**src/rtl/bdda_pkg.sv**
```systemverilog
// Shared types, constants and calendar tables for the business-day date adder
package bdda_pkg;

   // field widths of the item payloads
   localparam int DayWidth     = 5;
   localparam int MonthWidth   = 4;
   localparam int YearWidth    = 12;
   localparam int AddDaysWidth = 10;
   localparam int WeekendWidth = 9;

   // absolute year width (relative year plus base)
   localparam int FullYearWidth = 13;
   localparam int OffsetWidth   = 3;

   localparam logic [FullYearWidth-1:0] YearBase = 13'd1900;
   localparam logic [YearWidth-1:0]     YearMax  = 12'd4095;

   // month codes that matter to the calendar logic
   localparam logic [MonthWidth-1:0] MonthJanuary  = 4'd0;
   localparam logic [MonthWidth-1:0] MonthMarch    = 4'd2;
   localparam logic [MonthWidth-1:0] MonthDecember = 4'd11;

   // reciprocal constants for division by 100 on the year and by 7 on the weekday sum
   localparam int Div100Mult  = 5243;
   localparam int Div100Shift = 19;
   localparam int Div7Mult    = 9363;
   localparam int Div7Shift   = 16;
   localparam int Quot100Width = 7;
   localparam int Quot7Width   = 11;

   // weekday correction threshold
   localparam logic [3:0] WeekdayLimit = 4'd5;

   typedef struct packed {
      logic [DayWidth-1:0]     start_day;
      logic [MonthWidth-1:0]   start_month;
      logic [YearWidth-1:0]    start_year;
      logic [AddDaysWidth-1:0] add_days;
   } req_type;

   typedef struct packed {
      logic [DayWidth-1:0]     end_day;
      logic [MonthWidth-1:0]   end_month;
      logic [YearWidth-1:0]    end_year;
      logic [WeekendWidth-1:0] weekend_days;
   } rsp_type;

   // controller to datapath commands
   typedef struct packed {
      logic load;
      logic calc_year;
      logic calc_div;
      logic calc_sum;
      logic calc_mod;
      logic calc_week;
      logic calc_days;
      logic norm_step;
      logic push;
   } dp_cmd_type;

   // datapath to controller status
   typedef struct packed {
      logic norm_done;
      logic out_free;
   } dp_status_type;

   // weekday offset per month, zero outside the calendar range
   function automatic logic [OffsetWidth-1:0] wd_offset(input logic [MonthWidth-1:0] m);
      logic [OffsetWidth-1:0] off;
      unique case (m)
         4'd0:    off = 3'd0;
         4'd1:    off = 3'd3;
         4'd2:    off = 3'd2;
         4'd3:    off = 3'd5;
         4'd4:    off = 3'd0;
         4'd5:    off = 3'd3;
         4'd6:    off = 3'd5;
         4'd7:    off = 3'd1;
         4'd8:    off = 3'd4;
         4'd9:    off = 3'd6;
         4'd10:   off = 3'd2;
         4'd11:   off = 3'd4;
         default: off = 3'd0;
      endcase
      return off;
   endfunction

   // days per month, February and invalid months count 28
   function automatic logic [DayWidth-1:0] month_len(input logic [MonthWidth-1:0] m);
      logic [DayWidth-1:0] len;
      unique case (m)
         4'd3, 4'd5, 4'd8, 4'd10:                    len = 5'd30;
         4'd0, 4'd2, 4'd4, 4'd6, 4'd7, 4'd9, 4'd11: len = 5'd31;
         default:                                    len = 5'd28;
      endcase
      return len;
   endfunction

endpackage

```
**src/rtl/bdda_ctrl.sv**
```systemverilog
// Sequencing controller for the business-day date adder
module bdda_ctrl (
   input  logic                   clock,
   input  logic                   reset,
   input  logic                   req_valid,
   output logic                   req_ready,
   input  bdda_pkg::dp_status_type status,
   output bdda_pkg::dp_cmd_type    cmd
);
   import bdda_pkg::*;

   typedef enum logic [3:0] {
      ST_IDLE,
      ST_YEAR,
      ST_DIV,
      ST_SUM,
      ST_MOD,
      ST_WEEK,
      ST_DAYS,
      ST_NORM,
      ST_DONE
   } state_type;

   state_type state_ff;
   state_type state_in;

   // next state
   always_comb begin
      state_in = state_ff;
      unique case (state_ff)
         ST_IDLE: if (req_valid) state_in = ST_YEAR;
         ST_YEAR: state_in = ST_DIV;
         ST_DIV:  state_in = ST_SUM;
         ST_SUM:  state_in = ST_MOD;
         ST_MOD:  state_in = ST_WEEK;
         ST_WEEK: state_in = ST_DAYS;
         ST_DAYS: state_in = ST_NORM;
         ST_NORM: if (status.norm_done) state_in = ST_DONE;
         ST_DONE: if (status.out_free) state_in = ST_IDLE;
         default: state_in = ST_IDLE;
      endcase
   end

   // state register
   always_ff @(posedge clock) begin
      if (reset) begin
         state_ff <= ST_IDLE;
      end else begin
         state_ff <= state_in;
      end
   end

   // command decode, no item is taken while reset is high
   always_comb begin
      req_ready     = (state_ff == ST_IDLE) && !reset;
      cmd           = '0;
      cmd.load      = req_ready && req_valid;
      cmd.calc_year = (state_ff == ST_YEAR);
      cmd.calc_div  = (state_ff == ST_DIV);
      cmd.calc_sum  = (state_ff == ST_SUM);
      cmd.calc_mod  = (state_ff == ST_MOD);
      cmd.calc_week = (state_ff == ST_WEEK);
      cmd.calc_days = (state_ff == ST_DAYS);
      cmd.norm_step = (state_ff == ST_NORM) && !status.norm_done;
      cmd.push      = (state_ff == ST_DONE) && status.out_free;
   end

endmodule

```
**src/rtl/bdda_dp.sv**
```systemverilog
// Datapath: weekday, weekend count, month normalization and output register
module bdda_dp #(
   parameter int ADD_DAYS_WIDTH = 10
) (
   input  logic                   clock,
   input  logic                   reset,
   input  bdda_pkg::req_type       req_data,
   input  bdda_pkg::dp_cmd_type    cmd,
   output bdda_pkg::dp_status_type status,
   output logic                   rsp_valid,
   input  logic                   rsp_ready,
   output bdda_pkg::rsp_type       rsp_data
);
   import bdda_pkg::*;

   localparam int NW        = ADD_DAYS_WIDTH;
   localparam int AccWidth  = NW + 2;
   localparam int Div5Shift = NW + 2;
   localparam int Div5Mult  = ((1 << Div5Shift) + 4) / 5;
   localparam int P5Width   = 2 * NW + 2;

   // captured item
   logic [DayWidth-1:0]   day_ff;
   logic [MonthWidth-1:0] month_ff, month_in;
   logic [YearWidth-1:0]  year_ff, year_in;
   logic [NW-1:0]         n_ff;

   // weekday intermediates
   logic [FullYearWidth-1:0] yf_ff, yf_in;
   logic [OffsetWidth-1:0]   off_ff;
   logic [Quot100Width-1:0]  q100_ff, q400_ff, q100_in, q400_in;
   logic [NW-1:0]            q5_ff, q5_in;
   logic [FullYearWidth-1:0] sum_ff, sum_in;
   logic [2:0]               r5_ff, r5_in;
   logic [Quot7Width-1:0]    q7_ff, q7_in;
   logic [NW-1:0]            wk_ff, wk_in;
   logic [AccWidth-1:0]      acc_ff, acc_in;

   logic [25:0]              p100, p400;
   logic [P5Width-1:0]       p5;
   logic [NW+2:0]            five_q5;
   logic [26:0]              p7;
   logic [FullYearWidth-1:0] seven_q7;
   logic [2:0]               r7;
   logic [3:0]               rem_sum;
   logic [DayWidth-1:0]      len;
   logic                     over;

   logic    rsp_valid_ff;
   rsp_type rsp_ff, rsp_in;

   // absolute year, less one for January and February
   always_comb begin
      yf_in = FullYearWidth'(year_ff) + YearBase
              - FullYearWidth'(month_ff < MonthMarch);
   end

   // reciprocal multiplies for year/100, year/400 and days/5
   always_comb begin
      p100    = 26'(yf_ff) * 26'(Div100Mult);
      p400    = 26'(yf_ff[FullYearWidth-1:2]) * 26'(Div100Mult);
      q100_in = Quot100Width'(p100 >> Div100Shift);
      q400_in = Quot100Width'(p400 >> Div100Shift);
      p5      = P5Width'(n_ff) * P5Width'(Div5Mult);
      q5_in   = NW'(p5 >> Div5Shift);
   end

   // weekday sum and remainder of days by 5
   always_comb begin
      sum_in  = yf_ff + FullYearWidth'(yf_ff[FullYearWidth-1:2])
                - FullYearWidth'(q100_ff) + FullYearWidth'(q400_ff)
                + FullYearWidth'(off_ff) + FullYearWidth'(day_ff);
      five_q5 = (NW + 3)'(q5_ff) * (NW + 3)'(5);
      r5_in   = 3'((NW + 3)'(n_ff) - five_q5);
   end

   // sum mod 7 by reciprocal, then weekend count
   always_comb begin
      p7       = 27'(sum_ff) * 27'(Div7Mult);
      q7_in    = Quot7Width'(p7 >> Div7Shift);
      seven_q7 = FullYearWidth'(q7_ff) * FullYearWidth'(7);
      r7       = 3'(sum_ff - seven_q7);
      rem_sum  = {1'b0, r5_ff} + {1'b0, r7};
      wk_in    = q5_ff + NW'(rem_sum > WeekdayLimit);
   end

   // day accumulation and one month of normalization
   always_comb begin
      len      = month_len(month_ff);
      over     = acc_ff > AccWidth'(len);
      acc_in   = acc_ff;
      month_in = month_ff;
      year_in  = year_ff;
      if (cmd.calc_days) begin
         acc_in = AccWidth'(day_ff) + AccWidth'(n_ff) + (AccWidth'(wk_ff) << 1);
      end else begin
         acc_in = acc_ff - AccWidth'(len);
         if (month_ff >= MonthDecember) begin
            month_in = MonthJanuary;
            if (year_ff != YearMax) year_in = year_ff + 1'b1;
         end else begin
            month_in = month_ff + 1'b1;
         end
      end
   end

   // result fields
   always_comb begin
      rsp_in.end_day      = DayWidth'(acc_ff);
      rsp_in.end_month    = month_ff;
      rsp_in.end_year     = year_ff;
      rsp_in.weekend_days = WeekendWidth'({wk_ff, 1'b0});
   end

   // working registers
   always_ff @(posedge clock) begin
      if (cmd.load) begin
         day_ff   <= req_data.start_day;
         month_ff <= req_data.start_month;
         year_ff  <= req_data.start_year;
         n_ff     <= NW'(req_data.add_days);
      end else if (cmd.norm_step) begin
         month_ff <= month_in;
         year_ff  <= year_in;
      end
      if (cmd.calc_year) begin
         yf_ff  <= yf_in;
         off_ff <= wd_offset(month_ff);
      end
      if (cmd.calc_div) begin
         q100_ff <= q100_in;
         q400_ff <= q400_in;
         q5_ff   <= q5_in;
      end
      if (cmd.calc_sum) begin
         sum_ff <= sum_in;
         r5_ff  <= r5_in;
      end
      if (cmd.calc_mod) q7_ff <= q7_in;
      if (cmd.calc_week) wk_ff <= wk_in;
      if (cmd.calc_days || cmd.norm_step) acc_ff <= acc_in;
      if (cmd.push) rsp_ff <= rsp_in;
   end

   // output item valid
   always_ff @(posedge clock) begin
      if (reset) begin
         rsp_valid_ff <= 1'b0;
      end else if (cmd.push) begin
         rsp_valid_ff <= 1'b1;
      end else if (rsp_ready) begin
         rsp_valid_ff <= 1'b0;
      end
   end

   assign status.norm_done = !over;
   assign status.out_free  = !rsp_valid_ff || rsp_ready;
   assign rsp_valid        = rsp_valid_ff;
   assign rsp_data         = rsp_ff;

endmodule

```
**src/rtl/business_day_date_adder.sv**
```systemverilog
// Top level of the business-day date adder
//
// Usage: an item on the req_ channel carries a start date (day, month from 0,
// year from 1900) and a count of business days. The block returns one item on
// the rsp_ channel with the end date and the weekend days inserted.
// Both channels are valid/ready; an item moves when valid and ready are high.
// Timing: after an item is accepted the controller steps through the year,
// divide, sum, mod, week and days states, then normalization walks one
// month per cycle in the datapath across the months crossed (at most about
// 48 for a 10-bit day count) before the result enters the output register.
// Flow: one item at a time; req_ready rises in the same cycle as the result
// enters the output register.
// The output register parts the two sides: a new item is taken while a
// finished result waits. If the receiver stalls, a second result waits in
// the datapath until the output register frees.
// Reset (synchronous, active high) returns the controller to idle and drops
// rsp_valid; req_ready stays low during reset and is high in the first
// cycle after it.
module business_day_date_adder #(
   parameter int ADD_DAYS_WIDTH = 10
) (
   input  logic              clock,
   input  logic              reset,
   input  logic              req_valid,
   output logic              req_ready,
   input  bdda_pkg::req_type req_data,
   output logic              rsp_valid,
   input  logic              rsp_ready,
   output bdda_pkg::rsp_type rsp_data
);
   import bdda_pkg::*;

   dp_cmd_type    cmd;
   dp_status_type status;

   // sequencer
   bdda_ctrl u_ctrl (
      .clock     (clock),
      .reset     (reset),
      .req_valid (req_valid),
      .req_ready (req_ready),
      .status    (status),
      .cmd       (cmd)
   );

   // arithmetic and output register
   bdda_dp #(
      .ADD_DAYS_WIDTH (ADD_DAYS_WIDTH)
   ) u_dp (
      .clock     (clock),
      .reset     (reset),
      .req_data  (req_data),
      .cmd       (cmd),
      .status    (status),
      .rsp_valid (rsp_valid),
      .rsp_ready (rsp_ready),
      .rsp_data  (rsp_data)
   );

endmodule

```
**config.mk**
```make
export PLATFORM = sky130hd
export DESIGN_NAME = business_day_date_adder
export DESIGN_NICKNAME = d
export VERILOG_FILES = /design/src/rtl/bdda_pkg.sv /design/src/rtl/bdda_ctrl.sv /design/src/rtl/bdda_dp.sv /design/src/rtl/business_day_date_adder.sv
export SDC_FILE = /design/constraint.sdc
export NUM_CORES = 1
export LEC_CHECK = 0
export ABC_AREA = 1
export BUFFER_PORTS_ARGS = -buffer_cell sky130_fd_sc_hd__buf_2
export CELL_PAD_IN_SITES_DETAIL_PLACEMENT = 1
export CELL_PAD_IN_SITES_GLOBAL_PLACEMENT = 1
export CORE_MARGIN = 2
export CORE_UTILIZATION = 54
export DETAILED_ROUTE_END_ITERATION = 8
export PLACE_DENSITY_LB_ADDON = 0.2
export SETUP_SLACK_MARGIN = 0.2
export SLEW_MARGIN = 20
export SYNTH_ARGS = -nofsm -noshare
export SYNTH_HDL_FRONTEND = slang
export SYNTH_HIERARCHICAL = 1
export SYNTH_SLANG_ARGS = --single-unit
export TNS_END_PERCENT = 50
```
**constraint.sdc**
```tcl
create_clock -name clock -period 9.02 [get_ports clock]
set_clock_uncertainty 0.05 [all_clocks]
set_input_delay 0 -clock clock [delete_from_list [all_inputs] [get_ports clock]]
set_output_delay 0 -clock clock [all_outputs]
set_load 0.01 [all_outputs]
```
==> flow_summary.ini, run 1 <==
[floorplanning]
die-width_um = 184
fp.dieArea_um2 = 33800
initial_utilization = 0.551
placeableCoreArea_um2 = 31700
fp-row-count = 65
io_pins = 67
chipHeight_um = 184

[grt]
grt.total_usage = 0.335
grt_antenna_before_repair = 0
pin_count_of_the_biggest_net_entering_global_routing = 35
globalRouteOverflowTotal = 0
vias_in_the_first_global_route = 15900
grt_first_pass_wirelength_mm = 85.0

[route]
wl_final_mm = 53.9
vias = 13800
drt_first_pass_iters = 5
first_iter_violations = 818
ant_nets = 0
vias_per_cell = 5.62
wire_per_inst_um = 22.0
drcViolationCount = 0

[clock_network]
number_of_buffers_inserted_during_clock_tree_synthesis = 17
clock-root-buffer = clkbuf_16
cts.repair.resized = 0
post_cts_buffers = 0
cts_tree = done
clock_sink_count = 143
cts-htree-levels = 4
clk_latency_ps = 460
cts_buffer_depth = 2
clock_pin_slew_worst_setup_and_hold_paths_ps = 80

[timing]
timing.final.crit_period_ps = 5270
max-slew-margin-rel = 0.337
timing_worst_slew_pin_value_ps = 993
totalNegativeSetupSlack_ps = 0
grt_setup_unrepaired = false
report.final.setup_viol = 0
finalHoldViolCount = 0
setup_slack_after_layout_ps = 3750
final_min_period_over_clock_period = 0.584
slew_violations = 0
max_freq_mhz = 190
timing.hold.ws_ps = 208

[placed_design]
dp_hpwl_mm = 41.4
dpl_cell_area_um2 = 18300
port_buffers = 65
gp_congestion = 0.976
dp_slack_ps = 3780

[cells_and_area]
layout-drive-gt1-share = 0.0752
final_net_count = 2561
postLayoutCellArea_um2 = 19300
antennaDiodeCount = 0
area_growth_pct = 10.3

[worst_hold_path]
hold_path.startpoint = req_data[28]
hold_class = in2reg
hold_path_stages = 2

[yosys]
synthMuxAreaShare = 0
synth_enable_flop_cells = 136
synth_simple_gate_area_share = 0.140
synth_cell_types = 50
synth-async-reset-ratio = 0
yosys_register_bits = 143
yosys.area.top_type = edfxtp_1
synth-warning-count = 6
synth_ff_type = edfxtp_1
mapped_nets = 2445
synth_area_per_cell_um2 = 9.12
netlist.area_leader.share = 0.234
synth_cells = 1918
largest_family_of_logic_cells_by_synthesized_area = adder cells
post_synth_fa_ha_maj_area_fraction = 0.424
mappedNetlistArea_um2 = 17500
synthXorXnorAreaFrac = 0.0261
synth-compound-area-share = 0.0624
synth-seq-area-share = 0.242
synth.top_cells.by_area = edfxtp_1 (23%), ha_1 (23%), fa_1 (19%)

[setup_path]
worst-path-stages = 18
crit_path_start_kind = flop
critical-path-top-delay-family = adder cells
cp-end-kind = flop
critPathLaunch = u_dp/yf_ff[4]
worst_ep_required_time_ps = 9180
critPathMostFrequentCell = inv_1
setup.worst_path.class = reg2reg
timing.critical_path.slowest_cell_delay_ps = 750
cp.buffers_inverters = 5
series_of_cell_instances_along_the_critical_path = inv_1 -> fa_1 -> inv_1 -> ha_1 -> fa_1 -> inv_1 -> fa_1 -> fa_1 -> inv_1 -> ha_1 -> nand2_1 -> inv_1 -> a21oi_1 -> nor2_1 -> o21ai_0 -> nand3_1 -> nand2_1 -> nand2_1
crit_path_top_delay_cell = edfxtp_1
rr_startpoint = u_dp/yf_ff[4]
timing.critical_path.arrival_ps = 5430
critPathMaxFanout = 9
reg2regPathDepth = 18

[outcome]
run_status = finished, final reports clean

[job]
cap_viol_max_count = 0
placed cells by master, fill, tap and decap left out, types with 7 or more instances in the layout:
master         count
inv_1            472
ha_1             325
nand2_1          299
fa_1             167
edfxtp_1         136
a21oi_1           87
nor2_1            86
nand3_1           72
buf_2             65
o21ai_0           53
xor2_1            35
dlygate4sd3_1     34
nand4_1           28
nor3_1            19
clkbuf_16         17
xnor2_1           17
o21bai_1          14
a21o_1            11
inv_2              8
dfxtp_1            7
sequential cells by signal (all words and copies together), names as in the netlist:
signal and flops:
u_dp/r5_ff 3, u_ctrl/state_ff 4, u_dp/q100_ff 7, u_dp/rsp_data 29, u_dp/day_ff 5, u_dp/acc_ff 12, u_dp/rsp_valid 1, u_dp/q400_ff 5
u_dp/q5_ff 8, u_dp/len 2, u_dp/yf_ff 13, u_dp/month_ff 4, u_dp/year_ff 12, u_dp/wk_ff 9, u_dp/off_ff 3, u_dp/n_ff 10
u_dp/q7_ff 3, u_dp/sum_ff 13
final cells by class:
cell class                      count  area, um^2
Tap cell                          402         503
Inverter                          482        1810
Clock inverter                     13         153
Sequential cell                   143        4220
Multi-Input combinational cell   1286       11400
Fill cell                        3675       12400
Clock buffer                       19         443
Timing Repair Buffer              104         703
cells in the mapped netlist (3+ instances only):
cell / n
o21bai_1: 14
o21ai_0: 53
a21oi_1: 88
nand4_1: 28
or2_2: 3
nand3_2: 4
nand3_1: 72
edfxtp_1: 136
inv_1: 472
ha_1: 325
fa_1: 167
a21o_1: 11
clkbuf_1: 3
nand3b_1: 4
nor2_2: 6
nand2_1: 299
nand2_2: 6
o21ai_2: 5
a31oi_1: 5
nor3_1: 23
inv_2: 8
o211ai_1: 3
o21ai_1: 3
dfxtp_1: 7
nor3_2: 3
xor2_1: 35
nor2_4: 5
nor2_1: 86
xnor2_1: 17
logic make-up (layout without fill, tap and decap cells):
group	count (synthesis)	in the layout
other	1	1
AOI/OAI and AO/OA	192	192
buffers and inverters	489	618
DFF	143	143
xor gates and xnor gates	52	52
and+or+nand+nor	549	549
adders and majority gates	492	492
per-layer routing:
layer  wire [um]  part of all wire  vias to the layer above  track usage
li1            -                 -                     6365            -
met1       20700              0.38                     6865        0.368
met2       28000              0.52                      367        0.615
met3        2320             0.043                      167       0.0576
met4        2880             0.053                        0        0.181
met5           0                 0                        -            0
repair_timing:
item / 4_1_cts / 5_1_grt
hold buffers: 34 / 0
hold endpoints to repair: 38 / 0
setup endpoints to repair: 0 / 0
worst register-to-register path: cells and delay by family (launching register included):
kind,cells,cell delay (ps)
flops,1,750
simple gates,5,410
fa+ha+maj,6,2780
compound gates,2,430
buf+inv,5,620
per-stage QoR:
step	instances	util
floorplan	1918	-
global placement	2383	0.578
detailed placement	2383	0.578
CTS	2449	0.608
global route	2449	0.608
finish	2449	0.608
worst paths after layout:
check	to	slack (ps)
worst max-delay path	u_dp/q100_ff[6]	3750
worst min register to register	u_dp/rsp_data[28]	420
worst min-delay path	u_dp/day_ff[2]	210
worst max register to register	u_dp/q100_ff[6]	3750
Power of run 1 is left out: the tool's default activity adds up to more than one toggle a clock period on the data nets, which glitch-free logic cannot reach.
==> run 2: changes to the inputs <==
- ABC_AREA: 1 -> 0
- CORE_UTILIZATION: 54 -> 47
- clock period: 9.02 -> 4.75 ns (I/O delays scaled with it)
==> run 2 against run 1 <==
Effect of this change:
- the flow now finishes with violations (negative setup slack)
- non-clock buffer count grew 145
- clock-buffer cell count fell by 2
- core utilization decreased by 3.0 points
- register-to-register slack worse by 4200 ps
- sequential share of layout area increased by 0.057 points
- area after synthesis down 9.8%
- critical path depth is the same
- design area down 0.26%
- sequential cell count unchanged
- highest routed layer unchanged
==> flow_summary.ini, run 2 <==
[yosys]
synth_cells = 1432
synth_top_cells_by_count = inv_1 (363), ha_1 (325), fa_1 (167)
synth-compound-area-share = 0.0633
synth_ff_type = edfxtp_1
synth-seq-area-share = 0.268
yosys_register_bits = 143
netlist.area_leader.share = 0.259
synth_simple_gate_area_share = 0.0558
synthMuxAreaShare = 0.00325
synth-async-reset-ratio = 0
post_synth_fa_ha_maj_area_fraction = 0.470
synthXorXnorAreaFrac = 0.0489
yosys.area.top_type = edfxtp_1
synth_cell_types = 64
mappedNetlistArea_um2 = 15800
synth.top_cells.by_area = edfxtp_1 (26%), ha_1 (26%), fa_1 (21%)
synth.most_common_cell = inv_1
synth_area_per_cell_um2 = 11.0
synth-warning-count = 6
synth_enable_flop_cells = 136
largest_family_of_logic_cells_by_synthesized_area = adder cells
mapped_nets = 1959

[grt]
globalRouteOverflowTotal = 0
grt_first_pass_wirelength_mm = 67.8
grt.total_usage = 0.250
grt_antenna_before_repair = 0
pin_count_of_the_biggest_net_entering_global_routing = 33
vias_in_the_first_global_route = 12800

[outcome]
violations = negative setup slack
run_status = complete, but fails checks

[route]
drt_first_pass_iters = 4
vias_per_cell = 5.24
ant_nets = 0
first_iter_violations = 415
drcViolationCount = 0
vias = 11200
wire_per_inst_um = 20.5
wl_final_mm = 44.0

[setup_path]
worst_ep_required_time_ps = 4890
setup.worst_path.class = reg2reg
critPathMaxFanout = 4
timing.critical_path.arrival_ps = 5300
crit_path_start_kind = flop
cp-end-kind = flop

[floorplanning]
io_pins = 67
die-width_um = 187
placeableCoreArea_um2 = 33300
fp.dieArea_um2 = 35000
fp-row-count = 67
chipHeight_um = 187
initial_utilization = 0.474

[clock_network]
clock_sink_count = 143
cts_tree = done
clock_pin_slew_worst_setup_and_hold_paths_ps = 70
cts_buffer_depth = 2
number_of_buffers_inserted_during_clock_tree_synthesis = 17
clk_latency_ps = 440
clock-root-buffer = clkbuf_16
cts-htree-levels = 4

[cells_and_area]
antennaDiodeCount = 0
multiInputGateArea_um2 = 10600
postLayoutCellArea_um2 = 19200
layout.cells.most_common_list = inv_1 (341), ha_1 (293), fa_1 (156)
layout-drive-gt1-share = 0.212
max_ffs_per_register = 29
final_net_count = 2213
seq_area_um2 = 4220
most_common_cell_after_layout_fill_and_taps_aside = inv_1
area_growth_pct = 22.0
fill_cells = 3539

[timing]
final_min_period_over_clock_period = 1.09
max_freq_mhz = 194
grt_setup_unrepaired = true
totalNegativeSetupSlack_ps = -3920
timing_worst_slew_pin_value_ps = 1010
report.final.setup_viol = 12
finalHoldViolCount = 0
timing.final.crit_period_ps = 5170
max-slew-margin-rel = 0.326
timing.hold.ws_ps = 213
setup_slack_after_layout_ps = -418
slew_violations = 0

[power]
power_density_nw_per_um2 = 533
peakVddDrop_mv = 0.340
p_leak_nw = 9.33

[placed_design]
dp_slack_ps = -285
dp_hpwl_mm = 32.4
gp_congestion = 0.862
port_buffers = 65
dpl_cell_area_um2 = 17500

[job]
cap_viol_max_count = 0

[worst_hold_path]
hold_class = in2reg
-- run 2: final timing paths --
| check | startpoint | endpoint | slack (ps) | depth (start not counted) |
|---|---|---|---|---|
| setup / recovery | u_dp/yf_ff[10] | u_dp/q100_ff[1] | -420 | 18 |
| hold reg to reg | u_dp/wk_ff[2] | u_dp/rsp_data[3] | 430 | 0 |
| setup reg to reg | u_dp/yf_ff[10] | u_dp/q100_ff[1] | -420 | 18 |
| hold / removal | req_data[3] | u_dp/n_ff[3] | 210 | 2 |
-- run 2: cell families after synthesis --
kind of cell | Yosys count
DFF | 143
muxes | 5
other | 1
AOI/OAI and AO/OA | 155
xor gates and xnor gates | 88
buffers and inverters | 377
adders and majority gates | 492
and+or+nand+nor | 171
-- run 2: metrics by stage --
| step | utilization | cells | power (W) |
|---|---|---|---|
| floorplan | - | 1432 | 0.00578 |
| detailed placement | 0.526 | 2042 | 0.00741 |
| global placement | 0.526 | 2042 | 0.00710 |
| finish | 0.578 | 2147 | 0.0103 |
| CTS | 0.568 | 2136 | 0.00950 |
| global route | 0.578 | 2147 | 0.0111 |
-- run 2: per-layer routing --
metal,global-route usage,wire [um]
met2,0.446,22300
met3,0.0325,1460
met4,0.0739,1420
met1,0.316,18800
met5,0,0
-- run 2: layout make-up --
type,count,area share
clock inverter,15,0.00826
multi-input combinational,912,0.554
sequential,143,0.220
clock buffer,17,0.0221
timing repair buffer,249,0.0960
tap,448,0.0291
inverter,363,0.0710
-- run 2: timing repair --
item / in CTS / in global routing
setup buffers: 27 / 11
endpoints found under the hold margin: 36 / 0
setup endpoints to repair: 21 / 20
pin swaps: 66 / 47
hold buffers: 35 / 0
cloned: 0 / 0
resized for setup: 59 / 41
-- run 2: critical path: stages, from the launching register on --
cell      delay [ps]
edfxtp_1         440
buf_6            160
buf_6            120
buf_6            120
ha_4             160
fa_2             550
fa_1             440
fa_1             570
inv_2             50
fa_2             530
inv_2             50
ha_4             140
a21o_1           170
a221oi_2         280
a31oi_2          190
o21a_1           280
a211oi_4         270
o21bai_1         140
xor2_1           180
-- run 2: where the power goes --
part	switching [W]	total, W	internal [W]
logic	0.00381	0.00712	0.00331
clock network	0.000608	0.00139	0.000781
registers	0.0000998	0.00175	0.00165
total	0.00452	0.0103	0.00574
No activity file was read; power rests on OpenSTA's default activity.
==> run 3: changes to the inputs <==
==> constraint.sdc (replaced) <==
create_clock -name clock -period 4.75 [get_ports clock]
set_clock_uncertainty 0.05 [all_clocks]
set_input_delay 0.7125 -clock clock [delete_from_list [all_inputs] [get_ports clock]]
set_output_delay 0.7125 -clock clock [all_outputs]
set_load 0.01 [all_outputs]
==> run 3 against run 2 <==
Effect of this change:
- the run still ends with negative setup slack left
- sequential cell count unchanged
- combinational power down 3.8%
- register-to-register slack better by 40 ps
- routed wire length down 4.6%
- highest routed layer unchanged
==> flow_summary.ini, run 3 (synthesized netlist as in run 2, its figures left out) <==
[clock_network]
hold_fix_buffers_cts = 0
cts_tree = done
clock_sink_count = 143
clock-root-buffer = clkbuf_16
cts-htree-levels = 4
number_of_buffers_inserted_during_clock_tree_synthesis = 17
clk_latency_ps = 430
clock_pin_slew_worst_setup_and_hold_paths_ps = 70
cts_buffer_depth = 2

[route]
drt_first_pass_iters = 5
wire_per_inst_um = 20.0
vias = 10900
first_iter_violations = 405
ant_nets = 0
wl_final_mm = 41.9
drcViolationCount = 0
vias_per_cell = 5.18

[grt]
pin_count_of_the_biggest_net_entering_global_routing = 43
globalRouteOverflowTotal = 0
grt_first_pass_wirelength_mm = 65.2
grt_antenna_before_repair = 0
vias_in_the_first_global_route = 12200
grt.total_usage = 0.238

[setup_path]
cp-end-kind = flop
rr_startpoint = u_dp/yf_ff[8]
timing.critical_path.arrival_ps = 5230
critPathMostFrequentCell = fa_2
series_of_cell_instances_along_the_critical_path = inv_2 -> fa_2 -> buf_4 -> fa_2 -> inv_1 -> fa_2 -> fa_1 -> fa_1 -> ha_4 -> nor2_1 -> o21ai_1 -> o211ai_1 -> nand3b_1 -> a221oi_2 -> buf_4 -> o21a_4 -> o21ai_2 -> xor2_1
critical-path-top-delay-family = adder cells
timing.critical_path.slowest_cell_delay_ps = 530
crit_path_top_delay_cell = fa_2
worst_ep_required_time_ps = 4860
crit_path_start_kind = flop
critPathMaxFanout = 4
setup.worst_path.class = reg2reg
critPathLaunch = u_dp/yf_ff[8]
cp.buffers_inverters = 4

[job]
cap_viol_max_count = 0

[cells_and_area]
most_common_cell_after_layout_fill_and_taps_aside = inv_1
fill_cells = 3555
antennaDiodeCount = 0
layout.cells.most_common_list = inv_1 (342), ha_1 (296), fa_1 (155)
postLayoutCellArea_um2 = 18800
area_growth_pct = 19.0
seq_area_um2 = 4220
layout-drive-gt1-share = 0.204
max_ffs_per_register = 29
final_net_count = 2163
final_cell_count_no_fill = 2097
multiInputGateArea_um2 = 10600

[timing]
timing_worst_slew_pin_value_ps = 1030
setup_slack_after_layout_ps = -374
final_min_period_over_clock_period = 1.08
report.final.setup_viol = 12
finalHoldViolCount = 0
grt_setup_unrepaired = true
max-slew-margin-rel = 0.312
slew_violations = 0
max_freq_mhz = 195
timing.final.crit_period_ps = 5120

[outcome]
run_status = complete, but fails checks
violations = negative setup slack

[placed_design]
dp_slack_ps = -270
port_buffers = 65
gp_congestion = 0.840
dpl_cell_area_um2 = 17500
post-place-cells = 2041
dp_hpwl_mm = 32.4

[floorplanning]
chipHeight_um = 187
die-width_um = 187
io_pins = 67
fp.dieArea_um2 = 35000
fp-row-count = 67
placeableCoreArea_um2 = 33300
initial_utilization = 0.474

[power]
power_density_nw_per_um2 = 529
power.total_w = 0.00993
p_leak_nw = 9.10
peakVddDrop_mv = 0.300

[worst_hold_path]
hold_path.startpoint = req_data[8]
hold_class = in2reg
-- run 3: per-layer routing --
layer	track usage	routed length, um	vias to the layer above
met4	0.0504	779	0
met2	0.426	21500	196
li1	-	-	5114
met3	0.0223	1160	53
met1	0.314	18500	5507
met5	0	0	-
-- run 3: final cells by class --
| class | count | share of cell area |
|---|---|---|
| Multi-Input combinational cell | 912 | 0.567 |
| Sequential cell | 143 | 0.225 |
| Timing Repair Buffer | 199 | 0.0744 |
| Inverter | 363 | 0.0730 |
| Tap cell | 448 | 0.0299 |
| Clock buffer | 17 | 0.0227 |
| Clock inverter | 15 | 0.00767 |
-- run 3: stage by stage --
stage | hold WS [ps] | setup TNS, ps | utilization
after floorplan | 374 | -109 | -
after global placement | 409 | -706 | 0.526
after detailed placement | 425 | -2040 | 0.526
after CTS | 390 | -1220 | 0.553
after global routing | 397 | -4360 | 0.564
final | 407 | -3110 | 0.564
-- run 3: worst register-to-register path: cells and delay by family, from the launching register on --
| kind | cells | cell delay (ps) |
|---|---|---|
| compound gates | 5 | 730 |
| buf+inv | 4 | 560 |
| simple gates | 2 | 280 |
| fa+ha+maj | 6 | 2570 |
| xor+xnor | 1 | 160 |
| flops | 1 | 490 |
-- run 3: timing repair --
item                       4_1_cts  5_1_grt
setup endpoints to repair       16       20
resized for setup               46       50
hold endpoints to repair         0        0
setup buffers                   13       11
pin swaps                       47       47
-- run 3: worst paths after layout --
| path | to | slack (ps) | cells past startpoint |
|---|---|---|---|
| worst min-delay path | u_dp/n_ff[8] | 410 | 1 |
| worst min register to register | u_dp/rsp_data[25] | 440 | 0 |
| worst max-delay path | u_dp/q400_ff[4] | -370 | 18 |
| worst max register to register | u_dp/q400_ff[4] | -370 | 18 |
-- run 3: power by group --
| part | switching, W | internal, W |
|---|---|---|
| registers | 0.0000954 | 0.00165 |
| clock network | 0.000562 | 0.000769 |
| logic | 0.00367 | 0.00318 |
| total | 0.00433 | 0.00560 |
